### config.mk
export PLATFORM = sky130hd
export DESIGN_NAME = current_fault_qualifier_core
export DESIGN_NICKNAME = d
export VERILOG_FILES = /design/src/hw/rtl/cfq_pkg.sv /design/src/hw/rtl/current_fault_qualifier_core.sv /design/src/hw/rtl/cfq_cfg_regs.sv /design/src/hw/rtl/cfq_judge.sv
export SDC_FILE = /design/constraint.sdc
export NUM_CORES = 1
export LEC_CHECK = 0
export BUFFER_PORTS_ARGS = -buffer_cell sky130_fd_sc_hd__clkbuf_2
export CAP_MARGIN = 20
export CORE_ASPECT_RATIO = 1.75
export CORE_MARGIN = 1.5
export CORE_UTILIZATION = 62
export CTS_CLUSTER_SIZE = 25
export DETAILED_ROUTE_END_ITERATION = 10
export GPL_TIMING_DRIVEN = 0
export PLACE_DENSITY_LB_ADDON = 0.15
export SYNTH_ARGS = -nofsm -noshare
export SYNTH_HDL_FRONTEND = slang
export SYNTH_SLANG_ARGS = --single-unit
### constraint.sdc
create_clock -name clk -period 4.2 [get_ports clk]
set_input_delay 0.63 -clock clk [delete_from_list [all_inputs] [get_ports clk]]
set_output_delay 0.63 -clock clk [all_outputs]
set_load 0.03 [all_outputs]
### src/hw/rtl/cfq_pkg.sv
// Shared types and constants for the current fault qualifier.
package cfq_pkg;

	localparam int unsigned SampleWidth = 12;
	localparam int unsigned LevelWidth  = 12;
	localparam int unsigned PersistWidth = 10;
	localparam int unsigned CountWidth  = 11;
	localparam int unsigned CfgIdxWidth = 3;
	localparam int unsigned CfgDataWidth = 12;

	localparam logic [CountWidth-1:0] CountMax = {CountWidth{1'b1}};

	typedef enum logic [CfgIdxWidth-1:0] {
		REG_TRIP_LEVEL   = 3'd0,
		REG_HOLD_LEVEL   = 3'd1,
		REG_LOSS_LEVEL   = 3'd2,
		REG_TRIP_PERSIST = 3'd3,
		REG_LOSS_PERSIST = 3'd4,
		REG_RESET_SLACK  = 3'd5
	} cfg_reg_t;

	localparam logic [LevelWidth-1:0]   TripLevelRst   = 12'd3724;
	localparam logic [LevelWidth-1:0]   HoldLevelRst   = 12'd2855;
	localparam logic [LevelWidth-1:0]   LossLevelRst   = 12'd148;
	localparam logic [PersistWidth-1:0] TripPersistRst = 10'd850;
	localparam logic [PersistWidth-1:0] LossPersistRst = 10'd50;
	localparam logic [PersistWidth-1:0] ResetSlackRst  = 10'd10;

	typedef struct packed {
		logic [LevelWidth-1:0]   trip_level;
		logic [LevelWidth-1:0]   hold_level;
		logic [LevelWidth-1:0]   loss_level;
		logic [PersistWidth-1:0] trip_persist;
		logic [PersistWidth-1:0] loss_persist;
		logic [PersistWidth-1:0] reset_slack;
	} cfg_t;

	typedef struct packed {
		logic overcurrent_trip;
		logic supply_loss_trip;
		logic stop_drive;
		logic hold_ramp;
		logic show_overcurrent;
		logic show_hold;
		logic show_supply_loss;
	} result_t;

	function automatic logic [CountWidth-1:0] bump(input logic [CountWidth-1:0] c);
		bump = (c < CountMax) ? c + CountWidth'(1) : CountMax;
	endfunction

endpackage

### src/hw/rtl/current_fault_qualifier_core.sv
// Current fault qualifier: one sample per cycle through an input register, the persistence
// judgement and a result register. Each transaction is accepted into the input register and
// its result is taken into the result register once that register is free; with the output
// side taking results, a new sample is accepted every cycle. The counters and indications
// update in the same cycle that a sample moves from the input register to the result
// register, so consecutive samples see each other's effect. A stalled output holds the result
// register and a full input register; configuration writes are always taken at once.
module current_fault_qualifier_core (
	input  logic                              clk,
	input  logic                              arst_n,
	input  logic                              in_valid,
	output logic                              in_ready,
	input  logic [cfq_pkg::SampleWidth-1:0]   sample,
	input  logic                              ramp_active,
	input  logic                              clear_indications,
	output logic                              out_valid,
	input  logic                              out_ready,
	output logic                              overcurrent_trip,
	output logic                              supply_loss_trip,
	output logic                              stop_drive,
	output logic                              hold_ramp,
	output logic                              show_overcurrent,
	output logic                              show_hold,
	output logic                              show_supply_loss,
	input  logic                              cfg_valid,
	output logic                              cfg_ready,
	input  logic [cfq_pkg::CfgIdxWidth-1:0]   cfg_index,
	input  logic [cfq_pkg::CfgDataWidth-1:0]  cfg_data
);

	cfq_pkg::cfg_t    cfg;
	cfq_pkg::result_t res;
	cfq_pkg::result_t res_s2;

	logic                            valid_s1, valid_s2;
	logic [cfq_pkg::SampleWidth-1:0] sample_s1;
	logic                            ramp_s1, clr_s1;
	logic                            s2_free, advance;

	assign s2_free  = ~valid_s2 | out_ready;
	assign advance  = valid_s1 & s2_free;
	assign in_ready = ~valid_s1 | s2_free;

	cfq_cfg_regs u_cfg (
		.clk       (clk),
		.arst_n    (arst_n),
		.cfg_valid (cfg_valid),
		.cfg_ready (cfg_ready),
		.cfg_index (cfg_index),
		.cfg_data  (cfg_data),
		.cfg       (cfg)
	);

	cfq_judge u_judge (
		.clk               (clk),
		.arst_n            (arst_n),
		.en                (advance),
		.sample            (sample_s1),
		.ramp_active       (ramp_s1),
		.clear_indications (clr_s1),
		.cfg               (cfg),
		.res               (res)
	);

	always_ff @(posedge clk or negedge arst_n) begin
		if (!arst_n) begin
			valid_s1 <= 1'b0;
			valid_s2 <= 1'b0;
		end else begin
			if (in_ready)
				valid_s1 <= in_valid;
			if (s2_free)
				valid_s2 <= valid_s1;
		end
	end

	always_ff @(posedge clk) begin
		if (in_valid && in_ready) begin
			sample_s1 <= sample;
			ramp_s1   <= ramp_active;
			clr_s1    <= clear_indications;
		end
		if (advance)
			res_s2 <= res;
	end

	assign out_valid        = valid_s2;
	assign overcurrent_trip = res_s2.overcurrent_trip;
	assign supply_loss_trip = res_s2.supply_loss_trip;
	assign stop_drive       = res_s2.stop_drive;
	assign hold_ramp        = res_s2.hold_ramp;
	assign show_overcurrent = res_s2.show_overcurrent;
	assign show_hold        = res_s2.show_hold;
	assign show_supply_loss = res_s2.show_supply_loss;

endmodule

### src/hw/rtl/cfq_cfg_regs.sv
// Configuration register file for the current fault qualifier.
module cfq_cfg_regs (
	input  logic                                clk,
	input  logic                                arst_n,
	input  logic                                cfg_valid,
	output logic                                cfg_ready,
	input  logic [cfq_pkg::CfgIdxWidth-1:0]     cfg_index,
	input  logic [cfq_pkg::CfgDataWidth-1:0]    cfg_data,
	output cfq_pkg::cfg_t                       cfg
);

	cfq_pkg::cfg_t cfg_q;

	assign cfg_ready = 1'b1;
	assign cfg       = cfg_q;

	always_ff @(posedge clk or negedge arst_n) begin
		if (!arst_n) begin
			cfg_q.trip_level   <= cfq_pkg::TripLevelRst;
			cfg_q.hold_level   <= cfq_pkg::HoldLevelRst;
			cfg_q.loss_level   <= cfq_pkg::LossLevelRst;
			cfg_q.trip_persist <= cfq_pkg::TripPersistRst;
			cfg_q.loss_persist <= cfq_pkg::LossPersistRst;
			cfg_q.reset_slack  <= cfq_pkg::ResetSlackRst;
		end else if (cfg_valid) begin
			case (cfg_index)
				cfq_pkg::REG_TRIP_LEVEL:   cfg_q.trip_level   <= cfg_data;
				cfq_pkg::REG_HOLD_LEVEL:   cfg_q.hold_level   <= cfg_data;
				cfq_pkg::REG_LOSS_LEVEL:   cfg_q.loss_level   <= cfg_data;
				cfq_pkg::REG_TRIP_PERSIST: cfg_q.trip_persist <= cfg_data[cfq_pkg::PersistWidth-1:0];
				cfq_pkg::REG_LOSS_PERSIST: cfg_q.loss_persist <= cfg_data[cfq_pkg::PersistWidth-1:0];
				cfq_pkg::REG_RESET_SLACK:  cfg_q.reset_slack  <= cfg_data[cfq_pkg::PersistWidth-1:0];
				default: ;
			endcase
		end
	end

endmodule

### src/hw/rtl/cfq_judge.sv
// Persistence counters, latched indications and priority resolution.
module cfq_judge (
	input  logic                              clk,
	input  logic                              arst_n,
	input  logic                              en,
	input  logic [cfq_pkg::SampleWidth-1:0]   sample,
	input  logic                              ramp_active,
	input  logic                              clear_indications,
	input  cfq_pkg::cfg_t                     cfg,
	output cfq_pkg::result_t                  res
);

	localparam int unsigned CW = cfq_pkg::CountWidth;

	logic [CW-1:0] over_count_q, hold_count_q, loss_count_q;
	logic          over_flag_q, hold_flag_q, loss_flag_q;

	logic [CW-1:0] over_count_d, hold_count_d, loss_count_d;
	logic [CW-1:0] over_inc, hold_inc, loss_inc;
	logic [CW-1:0] trip_persist_x, loss_persist_x, slack_x;
	logic          of, hf, lf;
	logic          otrip, ltrip;

	assign trip_persist_x = CW'(cfg.trip_persist);
	assign loss_persist_x = CW'(cfg.loss_persist);
	assign slack_x        = CW'(cfg.reset_slack);
	assign over_inc       = cfq_pkg::bump(over_count_q);
	assign hold_inc       = cfq_pkg::bump(hold_count_q);
	assign loss_inc       = cfq_pkg::bump(loss_count_q);

	always_comb begin
		of           = over_flag_q & ~clear_indications;
		hf           = hold_flag_q & ~clear_indications;
		lf           = loss_flag_q & ~clear_indications;
		otrip        = 1'b0;
		ltrip        = 1'b0;
		over_count_d = over_count_q;
		hold_count_d = hold_count_q;
		loss_count_d = loss_count_q;

		if (sample >= cfg.trip_level) begin
			if (over_inc > trip_persist_x) begin
				over_count_d = '0;
				of           = 1'b1;
				otrip        = 1'b1;
			end else begin
				over_count_d = over_inc;
			end
		end else if (over_count_q > slack_x) begin
			over_count_d = '0;
		end

		if (sample >= cfg.hold_level) begin
			if (hold_inc > trip_persist_x) begin
				hold_count_d = '0;
				hf           = 1'b1;
			end else begin
				hold_count_d = hold_inc;
			end
		end else if (hold_count_q > slack_x) begin
			hold_count_d = '0;
			hf           = 1'b0;
		end

		if (sample <= cfg.loss_level && ramp_active) begin
			if (loss_inc > loss_persist_x) begin
				loss_count_d = '0;
				lf           = 1'b1;
				ltrip        = 1'b1;
			end else begin
				loss_count_d = loss_inc;
			end
		end else if (loss_count_q > slack_x) begin
			loss_count_d = '0;
			lf           = 1'b0;
		end

		// overcurrent > hold > loss, written back into the flags
		priority if (of) begin
			hf = 1'b0;
			lf = 1'b0;
		end else if (hf) begin
			lf = 1'b0;
		end
	end

	always_ff @(posedge clk or negedge arst_n) begin
		if (!arst_n) begin
			over_count_q <= '0;
			hold_count_q <= '0;
			loss_count_q <= '0;
			over_flag_q  <= 1'b0;
			hold_flag_q  <= 1'b0;
			loss_flag_q  <= 1'b0;
		end else if (en) begin
			over_count_q <= over_count_d;
			hold_count_q <= hold_count_d;
			loss_count_q <= loss_count_d;
			over_flag_q  <= of;
			hold_flag_q  <= hf;
			loss_flag_q  <= lf;
		end
	end

	assign res.overcurrent_trip = otrip;
	assign res.supply_loss_trip = ltrip;
	assign res.stop_drive       = otrip | ltrip;
	assign res.hold_ramp        = hf;
	assign res.show_overcurrent = of;
	assign res.show_hold        = hf;
	assign res.show_supply_loss = lf;

endmodule

==> flow_summary.ini, run 1 <==
[synthesis]
yosysMostFrequentCell = ha_1
ys_ff_latch = 124
synth_top_area_share_pct = 25.5
synth_top_cell_by_area = dfrtp_1
syn_area_um2 = 7640
yosysSeqAreaShare_pct = 42.3
synthTopCellsByArea = dfrtp_1, ha_1, dfstp_2, edfxtp_1, nand2_1
ys_types = 60
netlist_top_cells_count = ha_1, nand2_1, dfrtp_1, inv_1, o21ai_0
async_reset_ff_share_pct = 83.9
synth_nets = 906
synth_edf_count = 20
synthCells = 773
yosys_warnings = 0
syn_avg_cell_area_um2 = 9.88
synthFlopType = dfrtp_1

[detailed_routing]
first_pass_iters = 7
via_per_inst = 6.08
wire_per_inst_um = 19.2
drc = 0
num_vias = 6156
wl_mm = 19.5
drtIter0Drc = 322
postRouteAntennaNets = 0

[setup_path]
crit_path_top_delay_cell = o21ai_0
cp_max_fo = 8
cp_num_buf_inv = 1
ff2ff_path_depth = 15
worstSetupEndpointType = flip-flop
start_kind = flip-flop
crit_arrival_ps = 4140
cp_slowest_stage_delay_ps = 710
path_delay_family = compound AO/OA/AOI/OAI gates
path_class = reg -> reg
cp.required_ps = 4370
path_cells = nand3_1, nor2_1, and3_1, clkbuf_1, nand3_1, nor3_1, a21oi_1, ha_1, o21ai_0, nor2_1, o32ai_1, o21ai_0, a22o_1, a21oi_1, and3_1
crit_cells = 15

[final_layout]
fill_cells = 871
layout-drive-gt1-share_pct = 16.2
layoutNonFillerInstCount = 1013
areaGrowthSynthToFinish_pct = 13.4
design_area_um2 = 8670
final_nets = 968
antenna_cells = 0

[grt]
antenna_found_initial = 0
overflow = 0
grt_max_degree = 67
grt.total_usage_pct = 31.9
grt_pass1_wl_mm = 31.3
grt_pass1_vias = 6505

[clock_tree]
cts_resized = 0
cts.htree.levels = 4
clock_sinks = 124
clk_path_buf_depth = 2
cts_root_buf = clkbuf_16
hold_buffers = 0
worstSkewPairLatency_ps = 420
cts_tree = done
post-cts-setup-buffers = 0
numCtsBuffers = 17
clk_pin_slew_ps = 60

[die]
std_cell_rows = 53
die_height_um = 150
core_um2 = 12000
pin_count = 44
dieWidth_um = 86.9
dieArea_um2 = 13000
start_util_pct = 63.7

[power_and_ir_drop]
p_total_mw = 4.36
vdd_drop_max_uv = 365
clkPwrFrac_pct = 32.9
power_frac_comb_pct = 29.9
p_sw_mw = 1.48
p_sw_share_pct = 33.9
pwr-share-seq_pct = 37.2
p_leak_nw = 4.24
intPower_mw = 2.88
p_per_area_nw_per_um2 = 503

[flow_run]
cap_violations = 0

[timing]
worst_pin_slew_ps = 877
setup_violations = 0
finalCritPeriodShare_pct = 94.5
fin_hold_ws_ps = 236
period_needed_ps = 3970
max_freq_mhz = 252
skew_ps = 9.03
rsz0062_at_grt = false
hold_viol_final = 0
relSlewSlack_pct = 40.9
report.final.slew_viol_count = 0
tns_ps = 0

[hold_path]
min-delay-path-class = in -> async

[placed_design]
routabilityCongestion = 0.952
dp.cells = 981
dpl.hpwl_mm = 14.9
placed_area_um2 = 8090
portBuffers = 42

[status]
outcome = finished, final reports clean
-- metal layers --
metal | vias to the layer above | wire length (µm) | GRT usage (%) | part of all wire, %
li1 | 2910 | - | - | -
met5 | - | 0 | 0 | 0
met3 | 85 | 663 | 6.34 | 3.4
met4 | 0 | 1270 | 22.3 | 6.5
met2 | 175 | 10700 | 58.4 | 55
met1 | 2986 | 6870 | 31.0 | 35
-- state kept, by name, indices dropped and copies added, names as in the netlist, 11 cells and up --
register	flops
u_judge.loss_count_q	11
u_judge.hold_count_q	11
sample_s1	12
u_judge.over_count_q	11
u_cfg.cfg	66
-- worst register-to-register path: stages (launching register included) --
cell and delay, ps:
dfrtp_1 430, nand3_1 180, nor2_1 230, and3_1 180, clkbuf_1 290, nand3_1 150, nor3_1 160, a21oi_1 90
ha_1 340, o21ai_0 110, nor2_1 100, o32ai_1 90, o21ai_0 710, a22o_1 340, a21oi_1 80, and3_1 220
-- layout by cell type (no fill, tap or decap), drive strengths merged, types with 4 or more instances in the layout --
master / n
clkinv: 7
and3: 9
nand4b: 5
nand3: 20
dfrtp: 78
a22o: 17
and2: 7
edfxtp: 20
clkbuf: 72
a211oi: 6
nand4: 14
xnor2: 11
a21o: 18
o21a: 7
nand2b: 11
mux2: 24
nand2: 89
buf: 8
mux2i: 4
nor2b: 9
ha: 99
a31oi: 8
xor2: 4
a21oi: 28
o21ai: 66
dfstp: 26
inv: 82
nor3b: 7
a211o: 5
nor2: 23
nor3: 15
o21bai: 6
-- stage by stage --
| stage | worst slack (ps) | utilization [%] |
|---|---|---|
| final | 231 | 72.2 |
| after global routing | 58.2 | 72.2 |
| after CTS | 249 | 72.2 |
| after detailed placement | 272 | 67.4 |
| after global placement | 336 | 67.1 |
| after floorplan | 1100 | - |
-- kinds of logic after synthesis --
group	Yosys count	share of synthesized area, %
AOI/OAI and AO/OA	186	15.8
xor gates and xnor gates	15	1.72
adders and majority gates	99	16.2
buffers and inverters	97	5.06
DFF	124	42.3
muxes	28	4.06
other	1	0.0491
and+or+nand+nor	223	14.8
-- power by group through the flow --
stage	Clock, mW	Combinational [mW]	Sequential, mW
3_5_place_dp	0	1.26	1.63
6_report	1.44	1.30	1.62
3_3_place_gp	0	1.17	1.63
5_1_grt	1.50	1.46	1.64
2_1_floorplan	0	0.890	1.59
4_1_cts	1.45	1.28	1.62
-- final timing paths --
kind	from	endpoint	slack [ps]
min	arst_n	u_judge.over_count_q[0]$_DFFE_PN0P_	240
min reg2reg	u_judge.hold_flag_q$_DFFE_PN0P_	u_judge.hold_flag_q$_DFFE_PN0P_	490
max	u_judge.over_count_q[2]$_DFFE_PN0P_	show_supply_loss$_DFFE_PP_	230
min in group clk	sample[10]	sample_s1[10]$_DFFE_PP_	380
max reg2reg	u_judge.over_count_q[2]$_DFFE_PN0P_	show_supply_loss$_DFFE_PP_	230
max in group asynchronous	arst_n	u_cfg.cfg[51]$_DFFE_PN1P_	3170
-- final cells by class --
| class | count | area [µm²] | share of cell area [%] |
|---|---|---|---|
| repair buffers | 43 | 240 | 2.77 |
| clock inverters | 14 | 144 | 1.66 |
| well taps | 165 | 206 | 2.38 |
| clock buffers | 18 | 429 | 4.95 |
| flip-flops and latches | 124 | 3240 | 37.3 |
| plain buffers | 19 | 93.8 | 1.08 |
| multi-input cells | 552 | 4020 | 46.4 |
| inverters | 78 | 293 | 3.38 |
No activity file was read; power rests on OpenSTA's default activity.
==> run 2: changes to the inputs <==
ABC_AREA = 1   (was unset)
==> run 2 against run 1 <==
  * Utilization barely moved
  * Final cell count rose by 23%
  * Via count rose by 10%
  * Clock-buffer cell count rose by 6
  * Clock skew rose by 3.7 ps
  * Largest power group is now combinational cells
  * Synthesized cell count rose by 30%
  * Synthesized area rose by 4.5%
==> flow_summary.ini, run 2 <==
[clock_tree]
clk_pin_slew_ps = 60
cts_resized = 0
worstSkewPairLatency_ps = 420
clk_path_buf_depth = 2
cts_root_buf = clkbuf_16
clock_sinks = 124
cts.htree.levels = 4
cts_tree = done
post-cts-setup-buffers = 0
numCtsBuffers = 17
hold_buffers = 0

[synthesis]
syn_avg_cell_area_um2 = 7.95
yosysSeqAreaShare_pct = 40.5
synth-xor-area-share_pct = 1.21
synth_top_family_by_area = simple AND/OR/NAND/NOR gates
synth_nets = 1137
synth_top_area_share_pct = 24.5
async_reset_ff_share_pct = 83.9
synth_edf_count = 20
ys_types = 45
synth_adder_area_share_pct = 15.5
synthCells = 1004
synthTopCellsByArea = dfrtp_1, ha_1, nand2_1, dfstp_2, inv_1
synth_top_cell_by_area = dfrtp_1
syn_area_um2 = 7980
netlist_top_cells_count = nand2_1, inv_1, o21ai_0
synth_compound_area_share_pct = 10.5
ys_ff_latch = 124
synthMuxAreaShare_pct = 0
yosys_warnings = 0
yosysMostFrequentCell = nand2_1
yosys.area_share.simple_pct = 22.7
synthFlopType = dfrtp_1

[hold_path]
min-delay-path-class = in -> async

[die]
core_um2 = 12500
die_height_um = 153
dieArea_um2 = 13600
dieWidth_um = 88.8
std_cell_rows = 54
pin_count = 44
start_util_pct = 63.9

[timing]
rsz0062_at_grt = false
max_freq_mhz = 328
skew_ps = 12.7
report.final.slew_viol_count = 0
tns_ps = 0
setup_violations = 0
finalCritPeriodShare_pct = 72.6
worst_pin_slew_ps = 861
relSlewSlack_pct = 42.6
hold_viol_final = 0
period_needed_ps = 3050

[final_layout]
layout_common_cells = nand2_1, inv_1, o21ai_0
layoutNonFillerInstCount = 1246
antenna_cells = 0
design_area_um2 = 9020
areaGrowthSynthToFinish_pct = 13.0
largest_reg_flops = 66
layout-drive-gt1-share_pct = 11.4
final_nets = 1198
final_common_cell = nand2_1

[detailed_routing]
drc = 0
drtIter0Drc = 346
postRouteAntennaNets = 0
first_pass_iters = 4
num_vias = 6777
wl_mm = 19.2
via_per_inst = 5.44
wire_per_inst_um = 15.4

[grt]
grt_pass1_wl_mm = 32.2
grt_pass1_vias = 7051
overflow = 0
antenna_found_initial = 0
grt.total_usage_pct = 31.3
grt_max_degree = 105

[placed_design]
routabilityCongestion = 0.895
dpl.hpwl_mm = 14.4
dp.cells = 1214
placed_area_um2 = 8410
portBuffers = 42

[flow_run]
cap_violations = 0

[setup_path]
start_kind = flip-flop
worstSetupEndpointType = flip-flop
cp.required_ps = 4370
cp_max_fo = 6
path_class = reg -> reg
crit_arrival_ps = 3220

[power_and_ir_drop]
p_leak_nw = 4.72
vdd_drop_max_uv = 375
p_per_area_nw_per_um2 = 560

[status]
outcome = finished, final reports clean
-- run 2: changes by cell type after synthesis, sizes merged, moves of 24 or more --
cell   previous run  this run
nand2            89       277
inv              78       180
o21ai            66       106
nor2             23        52
mux2             24         0
-- run 2: metal layers --
layer | vias up | part of all wire, % | track usage [%]
li1 | 3375 | - | -
met1 | 3169 | 38 | 33.4
met2 | 159 | 53 | 55.3
met3 | 74 | 3.1 | 4.64
met4 | 0 | 6.1 | 20.3
met5 | - | 0 | 0
-- run 2: layout make-up --
type / count / area [µm²]
clock buffers: 24 / 503
multi-input cells: 683 / 3990
fillers: 1009 / 3480
clock inverters: 8 / 108
flip-flops and latches: 124 / 3240
repair buffers: 42 / 219
inverters: 181 / 679
plain buffers: 16 / 78.8
well taps: 168 / 210
-- run 2: worst max-delay path, stage by stage (launching register included) --
cell	delay [ps]
dfrtp_1	490
nand2_1	110
nor3_1	210
nand2_1	150
inv_1	100
a31oi_1	70
nor3_1	300
inv_1	90
ha_1	300
nand2_1	90
nor2_1	40
a211oi_1	190
nand2_1	80
nand2_1	190
nand4_1	120
nand2_1	200
nor2_4	60
-- run 2: logic make-up (layout without fill, tap and decap cells) --
logic type / after synthesis / count (layout)
and+or+nand+nor: 417 / 417
buffers and inverters: 197 / 271
AOI/OAI and AO/OA: 155 / 155
DFF: 124 / 124
adders and majority gates: 99 / 99
xor gates and xnor gates: 11 / 11
other: 1 / 1
-- run 2: worst paths after layout --
kind                                                     start                             endpoint  slack, ps  cells past startpoint
setup / recovery           u_judge.hold_count_q[4]$_DFFE_PN0P_                  show_hold$_DFFE_PP_       1150                     16
hold / removal                                          arst_n  u_judge.over_count_q[4]$_DFFE_PN0P_        270                      1
setup reg to reg           u_judge.hold_count_q[4]$_DFFE_PN0P_                  show_hold$_DFFE_PP_       1150                     16
hold reg to reg                      u_cfg.cfg[62]$_DFFE_PN0P_            u_cfg.cfg[62]$_DFFE_PN0P_        480                      2
max in group asynchronous                               arst_n  u_judge.loss_count_q[6]$_DFFE_PN0P_       3280                      1
min in group clk                                     sample[4]               sample_s1[4]$_DFFE_PP_        380                      1
-- run 2: per-stage QoR --
stage,hold WS (ps),utilization [%],power (mW),setup WS (ps)
floorplan,334,-,3.04,1780
global placement,463,67.2,3.47,1050
detailed placement,472,67.3,3.53,1200
CTS,349,72.2,5.06,1180
finish,268,72.2,5.05,1150
global route,352,72.2,5.44,870
-- run 2: report_power, final --
part / leakage [nW] / switching, mW / internal (mW) / total [mW]
registers: 1.48 / 0.225 / 1.51 / 1.74
logic: 2.95 / 1.16 / 0.663 / 1.82
clock network: 0.284 / 0.543 / 0.958 / 1.50
